### config.mk
export PLATFORM = sky130hd
export DESIGN_NAME = pidc_datapath
export DESIGN_NICKNAME = d
export VERILOG_FILES = /design/src/rtl/core/pidc_pkg.sv /design/src/rtl/core/pidc_datapath.sv
export SDC_FILE = /design/constraint.sdc
export NUM_CORES = 2
export LEC_CHECK = 0
export CORE_MARGIN = 2
export CORE_UTILIZATION = 50
export DETAILED_ROUTE_END_ITERATION = 7
export DONT_BUFFER_PORTS = 1
export PLACE_DENSITY_LB_ADDON = 0.08
export SLEW_MARGIN = 20
export SYNTH_ARGS = -nofsm -noshare
export SYNTH_HDL_FRONTEND = slang
export SYNTH_SLANG_ARGS = --single-unit
export TNS_END_PERCENT = 100
### constraint.sdc
create_clock -name vclk -period 53.8
set_input_delay 5.38 -clock vclk [all_inputs]
set_output_delay 5.38 -clock vclk [all_outputs]
set_load 0.05 [all_outputs]
### src/rtl/core/pidc_pkg.sv
// Shared types, widths and codes for the dual-mode PID controller.
package pidc_pkg;

	// Gains are fixed point with this many fraction bits; products are shifted right by it.
	localparam int GAIN_FRAC_BITS = 8;

	localparam int DATA_W    = 16;
	localparam int ERR_W     = DATA_W + 1;
	localparam int SUM_W     = 32;
	localparam int LIMIT_W   = 15;
	localparam int REQ_W     = 2;
	localparam int CFG_IDX_W = 3;
	localparam int ACC_W     = 50;
	localparam int CAND_W    = ACC_W + 1;

	typedef enum logic [REQ_W-1:0] {
		REQ_COMPUTE = 2'd0,
		REQ_PRESET  = 2'd1,
		REQ_CLEAR   = 2'd2
	} req_type_t;

	localparam logic [CFG_IDX_W-1:0] CFG_LOOP_MODE   = 3'd0;
	localparam logic [CFG_IDX_W-1:0] CFG_KP_GAIN     = 3'd1;
	localparam logic [CFG_IDX_W-1:0] CFG_KI_GAIN     = 3'd2;
	localparam logic [CFG_IDX_W-1:0] CFG_KD_GAIN     = 3'd3;
	localparam logic [CFG_IDX_W-1:0] CFG_DRIVE_LIMIT = 3'd4;

	localparam logic MODE_POSITIONAL  = 1'b0;
	localparam logic MODE_INCREMENTAL = 1'b1;

	localparam logic [LIMIT_W-1:0] LIMIT_RESET = 15'h7FFF;

	typedef struct packed {
		logic               loop_mode;
		logic [DATA_W-1:0]  kp_gain;
		logic [DATA_W-1:0]  ki_gain;
		logic [DATA_W-1:0]  kd_gain;
		logic [LIMIT_W-1:0] drive_limit;
	} cfg_t;

	typedef struct packed {
		logic [REQ_W-1:0]  req_type;
		logic [DATA_W-1:0] target_value;
		logic [DATA_W-1:0] sensed_value;
		logic [DATA_W-1:0] preset_value;
	} req_t;

	typedef struct packed {
		logic [SUM_W-1:0]  error_sum;
		logic [ERR_W-1:0]  prev_error;
		logic [ERR_W-1:0]  prev_prev_error;
		logic [DATA_W-1:0] held_drive;
	} state_t;

	typedef struct packed {
		logic [DATA_W-1:0] drive_value;
		logic              was_clamped;
	} rsp_t;

endpackage

### src/rtl/core/pidc_datapath.sv
// Single-pass PID arithmetic: error history, three shared multipliers, shift and clamp.
module pidc_datapath (
	input  pidc_pkg::cfg_t   cfg,
	input  pidc_pkg::state_t state,
	input  pidc_pkg::req_t   req,
	output pidc_pkg::state_t state_nxt,
	output pidc_pkg::rsp_t   rsp
);
	import pidc_pkg::*;

	logic signed [DATA_W-1:0]  kp, ki, kd, held;
	logic signed [ERR_W-1:0]   err, prev, pprev, lim17, neg_lim17, held17;
	logic signed [SUM_W:0]     sum_ext;
	logic signed [SUM_W-1:0]   es, es_sat;
	logic signed [ERR_W:0]     d, hist;
	logic signed [ERR_W+1:0]   dd;
	logic signed [ERR_W:0]     kp_op;
	logic signed [SUM_W-1:0]   ki_op;
	logic signed [ERR_W+1:0]   kd_op;
	logic signed [ERR_W+DATA_W:0]   kp_prod;
	logic signed [SUM_W+DATA_W-1:0] ki_prod;
	logic signed [ERR_W+DATA_W+1:0] kd_prod;
	logic                      incr, hold, use_ki;
	logic signed [ACC_W-1:0]   acc, shifted;
	logic signed [CAND_W-1:0]  cand, lim_c;
	logic signed [DATA_W-1:0]  clamped;
	logic                      clip;

	always_comb begin
		kp    = $signed(cfg.kp_gain);
		ki    = $signed(cfg.ki_gain);
		kd    = $signed(cfg.kd_gain);
		held  = $signed(state.held_drive);
		prev  = $signed(state.prev_error);
		pprev = $signed(state.prev_prev_error);
		es    = $signed(state.error_sum);
		incr  = (cfg.loop_mode == MODE_INCREMENTAL);

		err = ERR_W'($signed(req.target_value)) - ERR_W'($signed(req.sensed_value));

		// Integral saturates at the signed 32-bit bounds.
		sum_ext = (SUM_W+1)'(es) + (SUM_W+1)'(err);
		if (sum_ext[SUM_W] == sum_ext[SUM_W-1])
			es_sat = sum_ext[SUM_W-1:0];
		else
			es_sat = {sum_ext[SUM_W], {(SUM_W-1){~sum_ext[SUM_W]}}};

		d    = (ERR_W+1)'(err) - (ERR_W+1)'(prev);
		hist = (ERR_W+1)'(prev) - (ERR_W+1)'(pprev);
		dd   = (ERR_W+2)'(d) - (ERR_W+2)'(hist);

		// The same three multipliers serve both modes with different operands.
		kp_op = incr ? d : (ERR_W+1)'(err);
		ki_op = incr ? SUM_W'(err) : es_sat;
		kd_op = incr ? dd : (ERR_W+2)'(d);

		kp_prod = (ERR_W+DATA_W+1)'(kp_op) * (ERR_W+DATA_W+1)'(kp);
		ki_prod = (SUM_W+DATA_W)'(ki_op) * (SUM_W+DATA_W)'(ki);
		kd_prod = (ERR_W+DATA_W+2)'(kd_op) * (ERR_W+DATA_W+2)'(kd);

		lim17     = $signed({2'b00, cfg.drive_limit});
		neg_lim17 = -lim17;
		held17    = ERR_W'(held);

		// Conditional integration in incremental mode: stop integrating while the drive is pinned
		// at a limit and the error pushes it further out.
		hold   = (held17 >= lim17 && err > 0) || (held17 <= neg_lim17 && err < 0);
		use_ki = !(incr && hold);

		acc = ACC_W'(kp_prod) + ACC_W'(kd_prod) + (use_ki ? ACC_W'(ki_prod) : ACC_W'(0));
		shifted = acc >>> GAIN_FRAC_BITS;

		case (req.req_type)
			REQ_COMPUTE: cand = incr ? CAND_W'(shifted) + CAND_W'(held) : CAND_W'(shifted);
			REQ_PRESET:  cand = CAND_W'($signed(req.preset_value));
			default:     cand = '0;
		endcase

		lim_c = CAND_W'(lim17);
		if (cand > lim_c) begin
			clamped = DATA_W'(lim17);
			clip    = 1'b1;
		end else if (cand < -lim_c) begin
			clamped = DATA_W'(neg_lim17);
			clip    = 1'b1;
		end else begin
			clamped = cand[DATA_W-1:0];
			clip    = 1'b0;
		end

		state_nxt       = state;
		rsp.drive_value = state.held_drive;
		rsp.was_clamped = 1'b0;
		case (req.req_type)
			REQ_COMPUTE: begin
				if (incr) begin
					state_nxt.prev_prev_error = state.prev_error;
				end else begin
					state_nxt.error_sum = es_sat;
				end
				state_nxt.prev_error = err;
				state_nxt.held_drive = clamped;
				rsp.drive_value      = clamped;
				rsp.was_clamped      = clip;
			end
			REQ_PRESET: begin
				state_nxt.error_sum       = '0;
				state_nxt.prev_error      = '0;
				state_nxt.prev_prev_error = '0;
				state_nxt.held_drive      = clamped;
				rsp.drive_value           = clamped;
				rsp.was_clamped           = clip;
			end
			REQ_CLEAR: begin
				state_nxt       = '0;
				rsp.drive_value = '0;
			end
			default: ;
		endcase
	end
endmodule

==> flow_summary.ini <==
[synthesis]
postSynthCellCount = 6798
ys_seq_area_share_pct = 0
yosys_warnings = 0
yosysTopAreaCellShare_pct = 46.52
yosys-top-cells-area = fa_1 (47%), ha_1 (11%), inv_1 (10%), nand2_1 (5.3%), and2_1 (4.3%)
yosys.area.top_type = fa_1
synth_area_sq_um = 57880
syn-num-nets = 8844
avgSynthCellArea_sq_um = 8.514
synth_commonest_cells = inv_1 (1572), fa_1 (1345), nand2_1 (812)
ys_types = 90
synth_most_common_cell = inv_1

[timing]
period_minus_slack_ps = 36200
slew-limit-headroom_pct = 22.02
hold_viol_final = 0
worst_pin_slew_ps = 1170
slew_viol_final = 0
clock.fmax_mhz = 27.62
rsz0062_at_grt = false
setup-violations-final = 0
finalCritPeriodShare_pct = 67.29
fin_setup_tns_ps = 0

[floorplan]
die_area_sq_um = 118500
rows = 124
start_util_pct = 50.55
die_w_um = 344.2
die_y_um = 344.2
ios = 295
coreArea_sq_um = 114500

[global_route]
antenna_found_initial = 12
grt_usage_pct = 32.03
use_met2_pct = 55.19
grt_max_degree = 87
top_usage_layer = met2
grtUsageMet3_pct = 4.167
gr-total-overflow = 0
use_met1_pct = 43.03
grt_pass1_wl_um = 289800
grt_pass1_vias = 49280

[routing]
vias = 46230
ant_nets = 0
wire_per_inst_um = 22.53
drc = 0
first_pass_iters = 6
via_per_inst = 5.686
first_iter_violations = 3256
routed_wl_um = 183200

[outcome]
status = complete, no violations

[finish]
nFlopsAndLatches = 0
drive_gt1_share_pct = 3.161
nClkBuffers = 0
syn_to_final_growth_pct = 2.899
register_area_sq_um = 0
nNetsFinal = 8660

[placement]
gp_congestion = 0.9509
hpwl_um = 157500
portBuffers = 0

[worst_setup_path]
cp.required_ps = 48420
cpMostUsedCell = inv_1
worstSetupEndpoint = rsp[15]
crit_type = in2out
arrival_ps = 30820
end_kind = output port
critPathSlowestCell = a21oi_2
cp-start-kind = input port
crit_fanout = 18
startpoint = req[17]
cpPeakStageDelay_ps = 730

[hold_path]
hold_path_depth = 2
min_path_type = in2out

[run]
max_cap_viol_count = 0

[clock_tree]
ctsHoldBuffers = 0
cts_setup_buffers = 0
cts_resized = 0
through the flow:
step | cell area [sq um] | utilization, % | hold slack, ps | cells | setup slack (ps)
after floorplan | 57880 | - | 11100 | 6798 | 20180
after global placement | 59500 | 51.97 | 11000 | 8123 | 17610
after detailed placement | 59520 | 51.98 | 11000 | 8123 | 17790
after CTS | 59520 | 51.98 | 11000 | 8123 | 17690
after global routing | 59540 | 52.00 | 11010 | 8125 | 16020
final | 59550 | 52.01 | 11010 | 8130 | 17600
kinds of logic (layout without fill, tap and decap cells):
kind of cell,after synthesis,in the layout,synth area share [%]
AND/OR/NAND/NOR,1956,1956,16.35
multiplexers,49,49,0.9166
adder cells (fa/ha/maj),1850,1850,57.44
AO/OA/AOI/OAI,901,901,10.35
buffers and inverters,1849,1663,12.02
other,0,6,0
XOR/XNOR,193,193,2.921
final cells by class:
type | instances | area [sq um]
multi-input cells | 4949 | 51070
inverters | 1574 | 5908
fillers | 11200 | 54950
well taps | 1512 | 1892
repair buffers | 89 | 671.9
diodes | 6 | 15.01
worst max-delay path, delay by kind of cell:
kind | cells | cell delay [ps]
adders and majority gates | 20 | 9180
buffers and inverters | 17 | 1730
AOI/OAI and AO/OA | 34 | 10020
and+or+nand+nor | 12 | 3590
xor gates and xnor gates | 1 | 320
muxes | 2 | 530
how the worst min path moves through the flow:
stage | slack, ps | to | start
after floorplan | 11100 | state_nxt[79] | state[79]
after global placement | 11000 | rsp[16] | req[49]
after detailed placement | 11000 | state_nxt[15] | req[49]
after CTS | 11000 | state_nxt[15] | req[49]
after global routing | 11010 | state_nxt[15] | req[49]
final | 11010 | state_nxt[15] | req[49]
placed cells by master, fill, tap and decap left out, drive strengths merged, types with 13 or more instances in the layout:
cell	count
a2111oi	14
or2	39
o21a	56
xor2	54
nand2	812
ha	505
nand2b	50
nor2	242
nand3	100
a221o	30
a211oi	20
o211ai	22
mux2i	17
a31oi	26
xnor2	139
nor2b	47
buf	89
o22ai	13
o21ai	213
nand4	47
inv	1573
nor4	19
or3	33
nor3	75
a21oi	221
fa	1345
and3	63
o21bai	25
and2	400
a21o	105
o2bb2ai	23
o31ai	20
mux2	32
routing by layer:
| metal | vias up | wire length (um) |
|---|---|---|
| met5 | - | 33 |
| met4 | 4 | 5340 |
| met3 | 245 | 12900 |
| met2 | 1572 | 89520 |
| met1 | 23830 | 75380 |
| li1 | 20580 | - |
Power is left out: the tool's default activity adds up to more than one toggle a clock period on the data nets, which glitch-free logic cannot reach.
