--- src/rtl/core/pidc_pkg.sv ---
// Shared types, widths and codes for the dual-mode PID controller.
package pidc_pkg;

	// Gains are fixed point with this many fraction bits; products are shifted right by it.
	localparam int GAIN_FRAC_BITS = 8;

	localparam int DATA_W    = 16;
	localparam int ERR_W     = DATA_W + 1;
	localparam int SUM_W     = 32;
	localparam int LIMIT_W   = 15;
	localparam int REQ_W     = 2;
	localparam int CFG_IDX_W = 3;
	localparam int ACC_W     = 50;
	localparam int CAND_W    = ACC_W + 1;

	typedef enum logic [REQ_W-1:0] {
		REQ_COMPUTE = 2'd0,
		REQ_PRESET  = 2'd1,
		REQ_CLEAR   = 2'd2
	} req_type_t;

	localparam logic [CFG_IDX_W-1:0] CFG_LOOP_MODE   = 3'd0;
	localparam logic [CFG_IDX_W-1:0] CFG_KP_GAIN     = 3'd1;
	localparam logic [CFG_IDX_W-1:0] CFG_KI_GAIN     = 3'd2;
	localparam logic [CFG_IDX_W-1:0] CFG_KD_GAIN     = 3'd3;
	localparam logic [CFG_IDX_W-1:0] CFG_DRIVE_LIMIT = 3'd4;

	localparam logic MODE_POSITIONAL  = 1'b0;
	localparam logic MODE_INCREMENTAL = 1'b1;

	localparam logic [LIMIT_W-1:0] LIMIT_RESET = 15'h7FFF;

	typedef struct packed {
		logic               loop_mode;
		logic [DATA_W-1:0]  kp_gain;
		logic [DATA_W-1:0]  ki_gain;
		logic [DATA_W-1:0]  kd_gain;
		logic [LIMIT_W-1:0] drive_limit;
	} cfg_t;

	typedef struct packed {
		logic [REQ_W-1:0]  req_type;
		logic [DATA_W-1:0] target_value;
		logic [DATA_W-1:0] sensed_value;
		logic [DATA_W-1:0] preset_value;
	} req_t;

	typedef struct packed {
		logic [SUM_W-1:0]  error_sum;
		logic [ERR_W-1:0]  prev_error;
		logic [ERR_W-1:0]  prev_prev_error;
		logic [DATA_W-1:0] held_drive;
	} state_t;

	typedef struct packed {
		logic [DATA_W-1:0] drive_value;
		logic              was_clamped;
	} rsp_t;

endpackage

--- src/rtl/core/pidc_cfg_if.sv ---
// Configuration write channel: valid/ready handshake with register index and data.
interface pidc_cfg_if;
	import pidc_pkg::*;

	logic                 valid;
	logic                 ready;
	logic [CFG_IDX_W-1:0] index;
	logic [DATA_W-1:0]    data;

	modport source (output valid, output index, output data, input ready);
	modport sink (input valid, input index, input data, output ready);
endinterface

--- src/rtl/core/pidc_cfg_regs.sv ---
// Configuration register file for the PID controller.
module pidc_cfg_regs (
	input  logic          clk,
	input  logic          arst_n,
	pidc_cfg_if.sink      cfg,
	output pidc_pkg::cfg_t cfg_q
);
	import pidc_pkg::*;

	assign cfg.ready = 1'b1;

	always_ff @(posedge clk or negedge arst_n) begin
		if (!arst_n) begin
			cfg_q.loop_mode   <= MODE_POSITIONAL;
			cfg_q.kp_gain     <= '0;
			cfg_q.ki_gain     <= '0;
			cfg_q.kd_gain     <= '0;
			cfg_q.drive_limit <= LIMIT_RESET;
		end else if (cfg.valid) begin
			// Writes to indexes past the last register are dropped.
			case (cfg.index)
				CFG_LOOP_MODE:   cfg_q.loop_mode   <= cfg.data[0];
				CFG_KP_GAIN:     cfg_q.kp_gain     <= cfg.data;
				CFG_KI_GAIN:     cfg_q.ki_gain     <= cfg.data;
				CFG_KD_GAIN:     cfg_q.kd_gain     <= cfg.data;
				CFG_DRIVE_LIMIT: cfg_q.drive_limit <= cfg.data[LIMIT_W-1:0];
				default: ;
			endcase
		end
	end
endmodule

--- src/flat_wrapper.sv ---
// flat-port wrapper written by rule: the top's interface ports become plain ports
module pidc_cfg_regs_flat import pidc_pkg::*;
  (clk, arst_n, cfg_q, cfg_valid, cfg_index, cfg_data, cfg_ready);
  pidc_cfg_if cfg_i ();
  input  logic clk;
  input  logic arst_n;
  output pidc_pkg::cfg_t cfg_q;
  input wire logic [$bits(cfg_i.valid)-1:0] cfg_valid;
  input wire logic [$bits(cfg_i.index)-1:0] cfg_index;
  input wire logic [$bits(cfg_i.data)-1:0] cfg_data;
  output wire logic [$bits(cfg_i.ready)-1:0] cfg_ready;
  assign cfg_i.valid = cfg_valid;
  assign cfg_i.index = cfg_index;
  assign cfg_i.data = cfg_data;
  assign cfg_ready = cfg_i.ready;
  pidc_cfg_regs u_core (.clk(clk), .arst_n(arst_n), .cfg(cfg_i), .cfg_q(cfg_q));
endmodule
--- config.mk ---
export PLATFORM = sky130hd
export DESIGN_NAME = pidc_cfg_regs_flat
export DESIGN_NICKNAME = d
export VERILOG_FILES = /design/src/rtl/core/pidc_pkg.sv /design/src/rtl/core/pidc_cfg_if.sv /design/src/rtl/core/pidc_cfg_regs.sv /design/src/flat_wrapper.sv
export SDC_FILE = /design/constraint.sdc
export NUM_CORES = 1
export LEC_CHECK = 0
export CAP_MARGIN = 20
export CORE_MARGIN = 2
export CORE_UTILIZATION = 62
export DETAILED_ROUTE_END_ITERATION = 7
export DONT_BUFFER_PORTS = 1
export GPL_TIMING_DRIVEN = 1
export PLACE_DENSITY = 0.85
export SETUP_SLACK_MARGIN = 0.3
export SLEW_MARGIN = 20
export SYNTH_ARGS = -nofsm -noshare
export SYNTH_HDL_FRONTEND = slang
export SYNTH_SLANG_ARGS = --single-unit
--- constraint.sdc ---
create_clock -name clk -period 1.3 [get_ports clk]
set_clock_uncertainty 0.2 [all_clocks]
set_input_delay 0.13 -clock clk [delete_from_list [all_inputs] [get_ports clk]]
set_output_delay 0.13 -clock clk [all_outputs]
set_load 0.02 [all_outputs]
==> metrics.md, run 1 <==
| Metric | Value |
|---|---|
| Proportion of layout cells with a drive suffix above 1 | `84.6%` |
| Port Buffers | `0` |
| Hold Crit Class | `in -> async` |
| Core footprint | `4030 µm²` |
| Die X | `68.9 µm` |
| Sw power | `1.83 mW` |
| Seq/Total Area, Yosys | `62.1%` |
| Number of iterations in the first detailed-routing pass | `4` |
| Hold Worst Slack | `-716 ps` |
| Setup crit end kind | `output port` |
| Clock power frac | `24.9%` |
| Max-capacitance violation count | `0` |
| Chip height | `68.9 µm` |
| Post-layout min period | `1270 ps` |
| Violated checks | `hold timing` |
| Drt via density | `5.83` |
| Worst r2r src | `u_core.cfg_q[55]` |
| End of the critical path | `cfg_q[10]` |
| Die area | `4740 µm²` |
| Final instance area | `3240 µm²` |
| First-pass GRT wire length | `7920 µm` |
| Starting Density | `64.8%` |
| CTS tree | `built` |
| Clk root buf | `clkbuf_8` |
| Global Route Usage Sum | `24.2%` |
| Setup TNS | `0 ps` |
| Leakage Power | `1.43 nW` |
| Largest family of logic cells by synthesized area | `multiplexers` |
| Combinational Power Share | `15.6%` |
| Syn avg cell area | `18.4 µm²` |
| Pin count of the biggest net entering global routing | `65` |
| Final-report hold violation count | `65` |
| Cell variety after synth | `12` |
| Synth Cell Area | `2610 µm²` |
| Vias in the first global route | `1476` |
| Cts-stage hold buffer count | `16` |
| Drt drc | `0` |
| Util after Layout | `80.5%` |
| Startpoint type of the worst setup path | `flop` |
| VDD IR max | `0.978 mV` |
| Critical path type | `reg -> out` |
| Arrival time at the worst endpoint | `940 ps` |
| Stages on worst setup path | `0` |
| Max Root-Sink Buffers | `2` |
| CP Data Required Time | `970 ps` |
| Routed length per instance | `23.7 µm` |
| Mux cell area share after synthesis | `31.9%` |
| Antenna Nets Post-Route | `0` |
| NumNets Final | `192` |
| Max reg flops | `64` |
| Xor-xnor portion of the synthesized cell area | `0%` |
| Synth Area in Compound Gates | `0%` |
| Fmax | `785 MHz` |
| Std-Cell Rows | `23` |
| Setup crit start | `u_core.cfg_q[10]` |
| Placer congestion estimate | `0.685` |
| Initial antenna violation count | `0` |
| Adder-cell area share of the yosys netlist | `0%` |
| Post-synthesis simple-gate area fraction | `2.35%` |
| Synth-to-Final Area Change | `24.3%` |
| CTS Buf Count | `9` |
| Antenna diode count | `0` |
| Total global routing overflow | `0` |
| # H-tree levels | `3` |
| Post-synth net total | `164` |
| Final Cycle Share | `98.0%` |
| Placed cell area | `2760 µm²` |
| Clock Sink Count | `64` |
| Vias | `1312` |
| I/O pin cnt | `87` |
| RR Endpoint | `u_core.cfg_q[55]` |
| Largest regs | `u_core.cfg_q (64)` |
| Crit path max fanout | `2` |
| DPL Wire Length | `3170 µm` |
| Reg2reg setup slack | `210 ps` |
| Synth warn | `0` |
| Power density cells | `1800 nW/µm²` |
| Final count of negative-setup-slack endpoints | `0` |
| Clock Latency Late Sink | `330 ps` |
| Synthesis-stage register bit count | `64` |
| Worst R2R Path Depth | `2` |
| Largest register by flop count | `u_core.cfg_q` |
| Int Pwr | `4.01 mW` |
| Status | `complete, but fails checks` |
| Switch share | `31.3%` |
| Max-slew violation count | `0` |
| Final wirelength | `5330 µm` |
| Violation count after the first detailed-routing iteration | `54` |
| Post-Synthesis Cells | `142` |
| RSZ-0062 raised after global routing | `true` |
| Clock slew at the register clock pins of the worst setup and hold paths | `70 ps` |
| Flop pwr share | `59.4%` |
layout make-up:
class / count / area [µm²]
multi-input cells: 70 / 1050
fillers: 225 / 785
well taps: 50 / 62.6
clock buffers: 15 / 156
repair buffers: 25 / 293
clock inverters: 1 / 5.00
flip-flops and latches: 64 / 1680
layout by cell type (no fill, tap or decap), types with 2 or more instances in the layout:
cell,count
and4bb_1,2
buf_12,4
buf_6,4
clkbuf_1,5
clkbuf_8,10
dfrtp_1,3
dfrtp_2,46
dfstp_2,15
dlygate4sd3_1,16
mux2_4,64
layer usage:
metal | wire (µm) | vias up | GRT usage [%]
li1 | - | 558 | -
met1 | 2210 | 690 | 29.0
met2 | 2640 | 56 | 37.7
met3 | 404 | 8 | 11.4
met4 | 74 | 0 | 10.3
met5 | 0 | - | 0
power by group through the flow:
stage | combinational, mW | sequential (mW) | clock, mW
after global routing | 0.971 | 3.53 | 1.57
after floorplan | 0.603 | 3.33 | 0
after detailed placement | 0.715 | 3.43 | 0
after global placement | 0.683 | 3.41 | 0
after CTS | 0.865 | 3.47 | 1.48
final | 0.912 | 3.47 | 1.45
how the worst min path moves through the flow:
stage	startpoint	end	cells after the start
finish	arst_n	u_core.cfg_q[42]	0
global route	arst_n	u_core.cfg_q[44]	0
CTS	arst_n	u_core.cfg_q[26]	0
detailed placement	arst_n	u_core.cfg_q[52]	0
global placement	arst_n	u_core.cfg_q[52]	0
floorplan	arst_n	u_core.cfg_q[15]	0
metrics by stage:
step / hold WS, ps / power, mW / worst slack (ps) / instances
after floorplan: -366 / 3.93 / 19.7 / 142
after global placement: -364 / 4.09 / 24.6 / 191
after detailed placement: -364 / 4.14 / -8.68 / 191
after CTS: -733 / 5.81 / 8.55 / 225
after global routing: -748 / 6.07 / -16.2 / 225
final: -716 / 5.84 / 26.5 / 225
cells by family after synthesis:
logic type,Yosys count
buffers and inverters,8
AND/OR/NAND/NOR,5
other,1
flip-flops,64
multiplexers,64
cell usage after synthesis:
| library cell | n | area (µm²) |
|---|---|---|
| buf_6 | 5 | 56.3 |
| conb_1 | 1 | 3.75 |
| nor4b_1 | 1 | 8.76 |
| and4bb_1 | 2 | 25.0 |
| and4bb_2 | 1 | 12.5 |
| buf_4 | 2 | 15.0 |
| dfstp_2 | 15 | 394 |
| nand4b_2 | 1 | 15.0 |
| mux2_2 | 34 | 383 |
| dfrtp_1 | 49 | 1230 |
| mux2_4 | 30 | 450 |
| buf_12 | 1 | 20.0 |
what timing repair did:
item,in CTS,in global routing
gates resized for setup,54,11
buffers inserted,2,0
hold endpoints to repair,128,65
gates cloned,0,0
endpoints found under the setup margin,125,127
(Power assumes the default switching activity.)
==> run 2, diff against run 1 <==
Settings changed: ABC_AREA set to 1, CORE_UTILIZATION 62 to 65, PLACE_DENSITY 0.85 to 0.88.
Clock period 1.3 ns to 1.55 ns, I/O delays scaled along.
==> metrics.md, run 2 <==
| Metric | Value |
|---|---|
| Power density cells | `1480 nW/µm²` |
| Die X | `67.2 µm` |
| Synthesis-stage register bit count | `64` |
| Routed length per instance | `18.3 µm` |
| Die area | `4520 µm²` |
| Initial antenna violation count | `0` |
| Core footprint | `3740 µm²` |
| Violated checks | `hold timing` |
| GRT met3 Usage | `12.2%` |
| Total global routing overflow | `0` |
| RR Endpoint | `u_core.cfg_q[5]` |
| Final-report hold violation count | `64` |
| Placed Instances | `326` |
| Post-synth ARST share | `100%` |
| Chip height | `67.2 µm` |
| Post-synth net total | `309` |
| Cell variety after synth | `12` |
| Postcts setup bufs | `0` |
| Share of Yosys cell area claimed by the top area cell type | `47.2%` |
| Clock Sink Count | `64` |
| Placer congestion estimate | `0.738` |
| Proportion of layout cells with a drive suffix above 1 | `14.8%` |
| Fmax | `775 MHz` |
| Largest register by flop count | `u_core.cfg_q` |
| Std-Cell Rows | `22` |
| VDD IR max | `0.865 mV` |
| Largest regs | `u_core.cfg_q (64)` |
| Global Route Usage Sum | `32.2%` |
| Most used routing layer | `met2` |
| Vias in the first global route | `2132` |
| Non-Filler Instances | `365` |
| Antenna diode count | `0` |
| Final count of negative-setup-slack endpoints | `0` |
| Filler cell count | `230` |
| Yosys top cell by area | `dfrtp_1` |
| Most common cell after layout, fill and taps aside | `nand2_1` |
| EDFF count, synth | `0` |
| Crit path max fanout | `2` |
| Xor-xnor portion of the synthesized cell area | `0%` |
| RSZ-0062 raised after global routing | `true` |
| # H-tree levels | `3` |
| Syn avg cell area | `9.05 µm²` |
| DPL Wire Length | `4140 µm` |
| Max reg flops | `64` |
| Drt via density | `5.67` |
| Clock slew at the register clock pins of the worst setup and hold paths | `70 ps` |
| Vias | `2069` |
| Adder-cell area share of the yosys netlist | `0%` |
| Ys flop type | `dfrtp_1` |
| Clock Latency Late Sink | `330 ps` |
| Synth warn | `0` |
| Largest cells by area after synthesis | `dfrtp_1, nand2_1, dfstp_2` |
| Worst r2r src | `u_core.cfg_q[5]` |
| Max-slew violation count | `0` |
| Port Buffers | `0` |
| Synth Cell Area | `2600 µm²` |
| First-pass GRT wire length | `10400 µm` |
| Most frequent cell after synthesis | `nand2_1` |
| Most frequent cells in the layout | `nand2_1, nand3_1, dfrtp_1` |
| Violation count after the first detailed-routing iteration | `184` |
| Startpoint type of the worst setup path | `flop` |
| GR Util met1 | `37.9%` |
| Worst R2R Path Depth | `2` |
| Reg2reg setup slack | `540 ps` |
| Critical path type | `reg -> out` |
| Setup TNS | `0 ps` |
| Setup crit end kind | `output port` |
| Max-capacitance violation count | `0` |
| Final Cycle Share | `83.2%` |
| Largest family of logic cells by synthesized area | `simple AND/OR/NAND/NOR gates` |
| Seq/Total Area, Yosys | `62.4%` |
| Drt drc | `0` |
| CTS Buf Count | `9` |
| CTS tree | `built` |
| Status | `complete, but fails checks` |
| Synth-to-Final Area Change | `18.7%` |
| Mux cell area share after synthesis | `0%` |
| Antenna Nets Post-Route | `0` |
| Post-synthesis simple-gate area fraction | `33.8%` |
| Max Root-Sink Buffers | `2` |
| I/O pin cnt | `87` |
| Tot Pwr | `4.57 mW` |
| Number of iterations in the first detailed-routing pass | `5` |
| Post-layout min period | `1290 ps` |
| List of most frequent post-synthesis cells | `nand2_1, nand3_1, dfrtp_1` |
| Pre-CTS setup slack | `403 ps` |
| Clk root buf | `clkbuf_8` |
| Arrival time at the worst endpoint | `930 ps` |
| Post-Synthesis Cells | `287` |
| CP Data Required Time | `1190 ps` |
| Util after Layout | `82.3%` |
| Leakage Power | `1.62 nW` |
| Final wirelength | `6680 µm` |
| Final instance area | `3080 µm²` |
| Hold Worst Slack | `-687 ps` |
| Final setup margin | `260 ps` |
| NumNets Final | `334` |
| Placed cell area | `2630 µm²` |
| Hold Crit Class | `in -> async` |
| Pin count of the biggest net entering global routing | `65` |
| Synth Area in Compound Gates | `0%` |
| GR Util met2 | `53.1%` |
| Starting Density | `69.4%` |
==> run 2: cells by family after synthesis <==
| group | count (synthesis) |
|---|---|
| simple gates | 202 |
| buf+inv | 20 |
| flops | 64 |
| other cells | 1 |
==> run 2: how the worst max path moves through the flow <==
stage / from / to / slack, ps / cells after the start
global route: u_core.cfg_q[4] / cfg_q[4] / 230 / 0
detailed placement: cfg_index[1] / u_core.cfg_q[41] / 400 / 5
floorplan: cfg_valid / u_core.cfg_q[40] / 500 / 5
finish: u_core.cfg_q[4] / cfg_q[4] / 260 / 0
global placement: cfg_index[1] / u_core.cfg_q[59] / 450 / 4
CTS: u_core.cfg_q[4] / cfg_q[4] / 250 / 0
==> run 2: what timing repair did <==
item | in CTS | in global routing
hold buffers | 22 | 1
setup endpoints to repair | 15 | 47
pin swaps | 0 | 1
endpoints found under the hold margin | 128 | 78
gates resized for setup | 0 | 6
==> run 2: metal layers <==
metal,part of all wire (%),vias to the layer above,routed length [µm]
li1,-,965,-
met1,37,987,2460
met2,51,101,3390
met3,10,16,676
met4,2.2,0,148
met5,0,-,0
==> run 2: cell type report <==
class / instances / area (µm²) / share of cell area (%)
Timing Repair Buffer: 30 / 300 / 9.74
Clock buffer: 13 / 159 / 5.16
Inverter: 4 / 15.0 / 0.487
Multi-Input combinational cell: 203 / 887 / 28.8
Clock inverter: 3 / 40.0 / 1.30
Tap cell: 48 / 60.1 / 1.95
Sequential cell: 64 / 1620 / 52.6
==> run 2: report_power, final <==
| group | internal [mW] | switching (mW) | total, mW |
|---|---|---|---|
| Combinational | 0.186 | 0.283 | 0.469 |
| Clock | 0.827 | 0.597 | 1.42 |
| Sequential | 2.04 | 0.638 | 2.68 |
==> run 2: worst reg2reg max path, stage by stage (launching register included) <==
cell and delay, ps:
dfstp_2 600, nand2_1 80, nand2_1 80
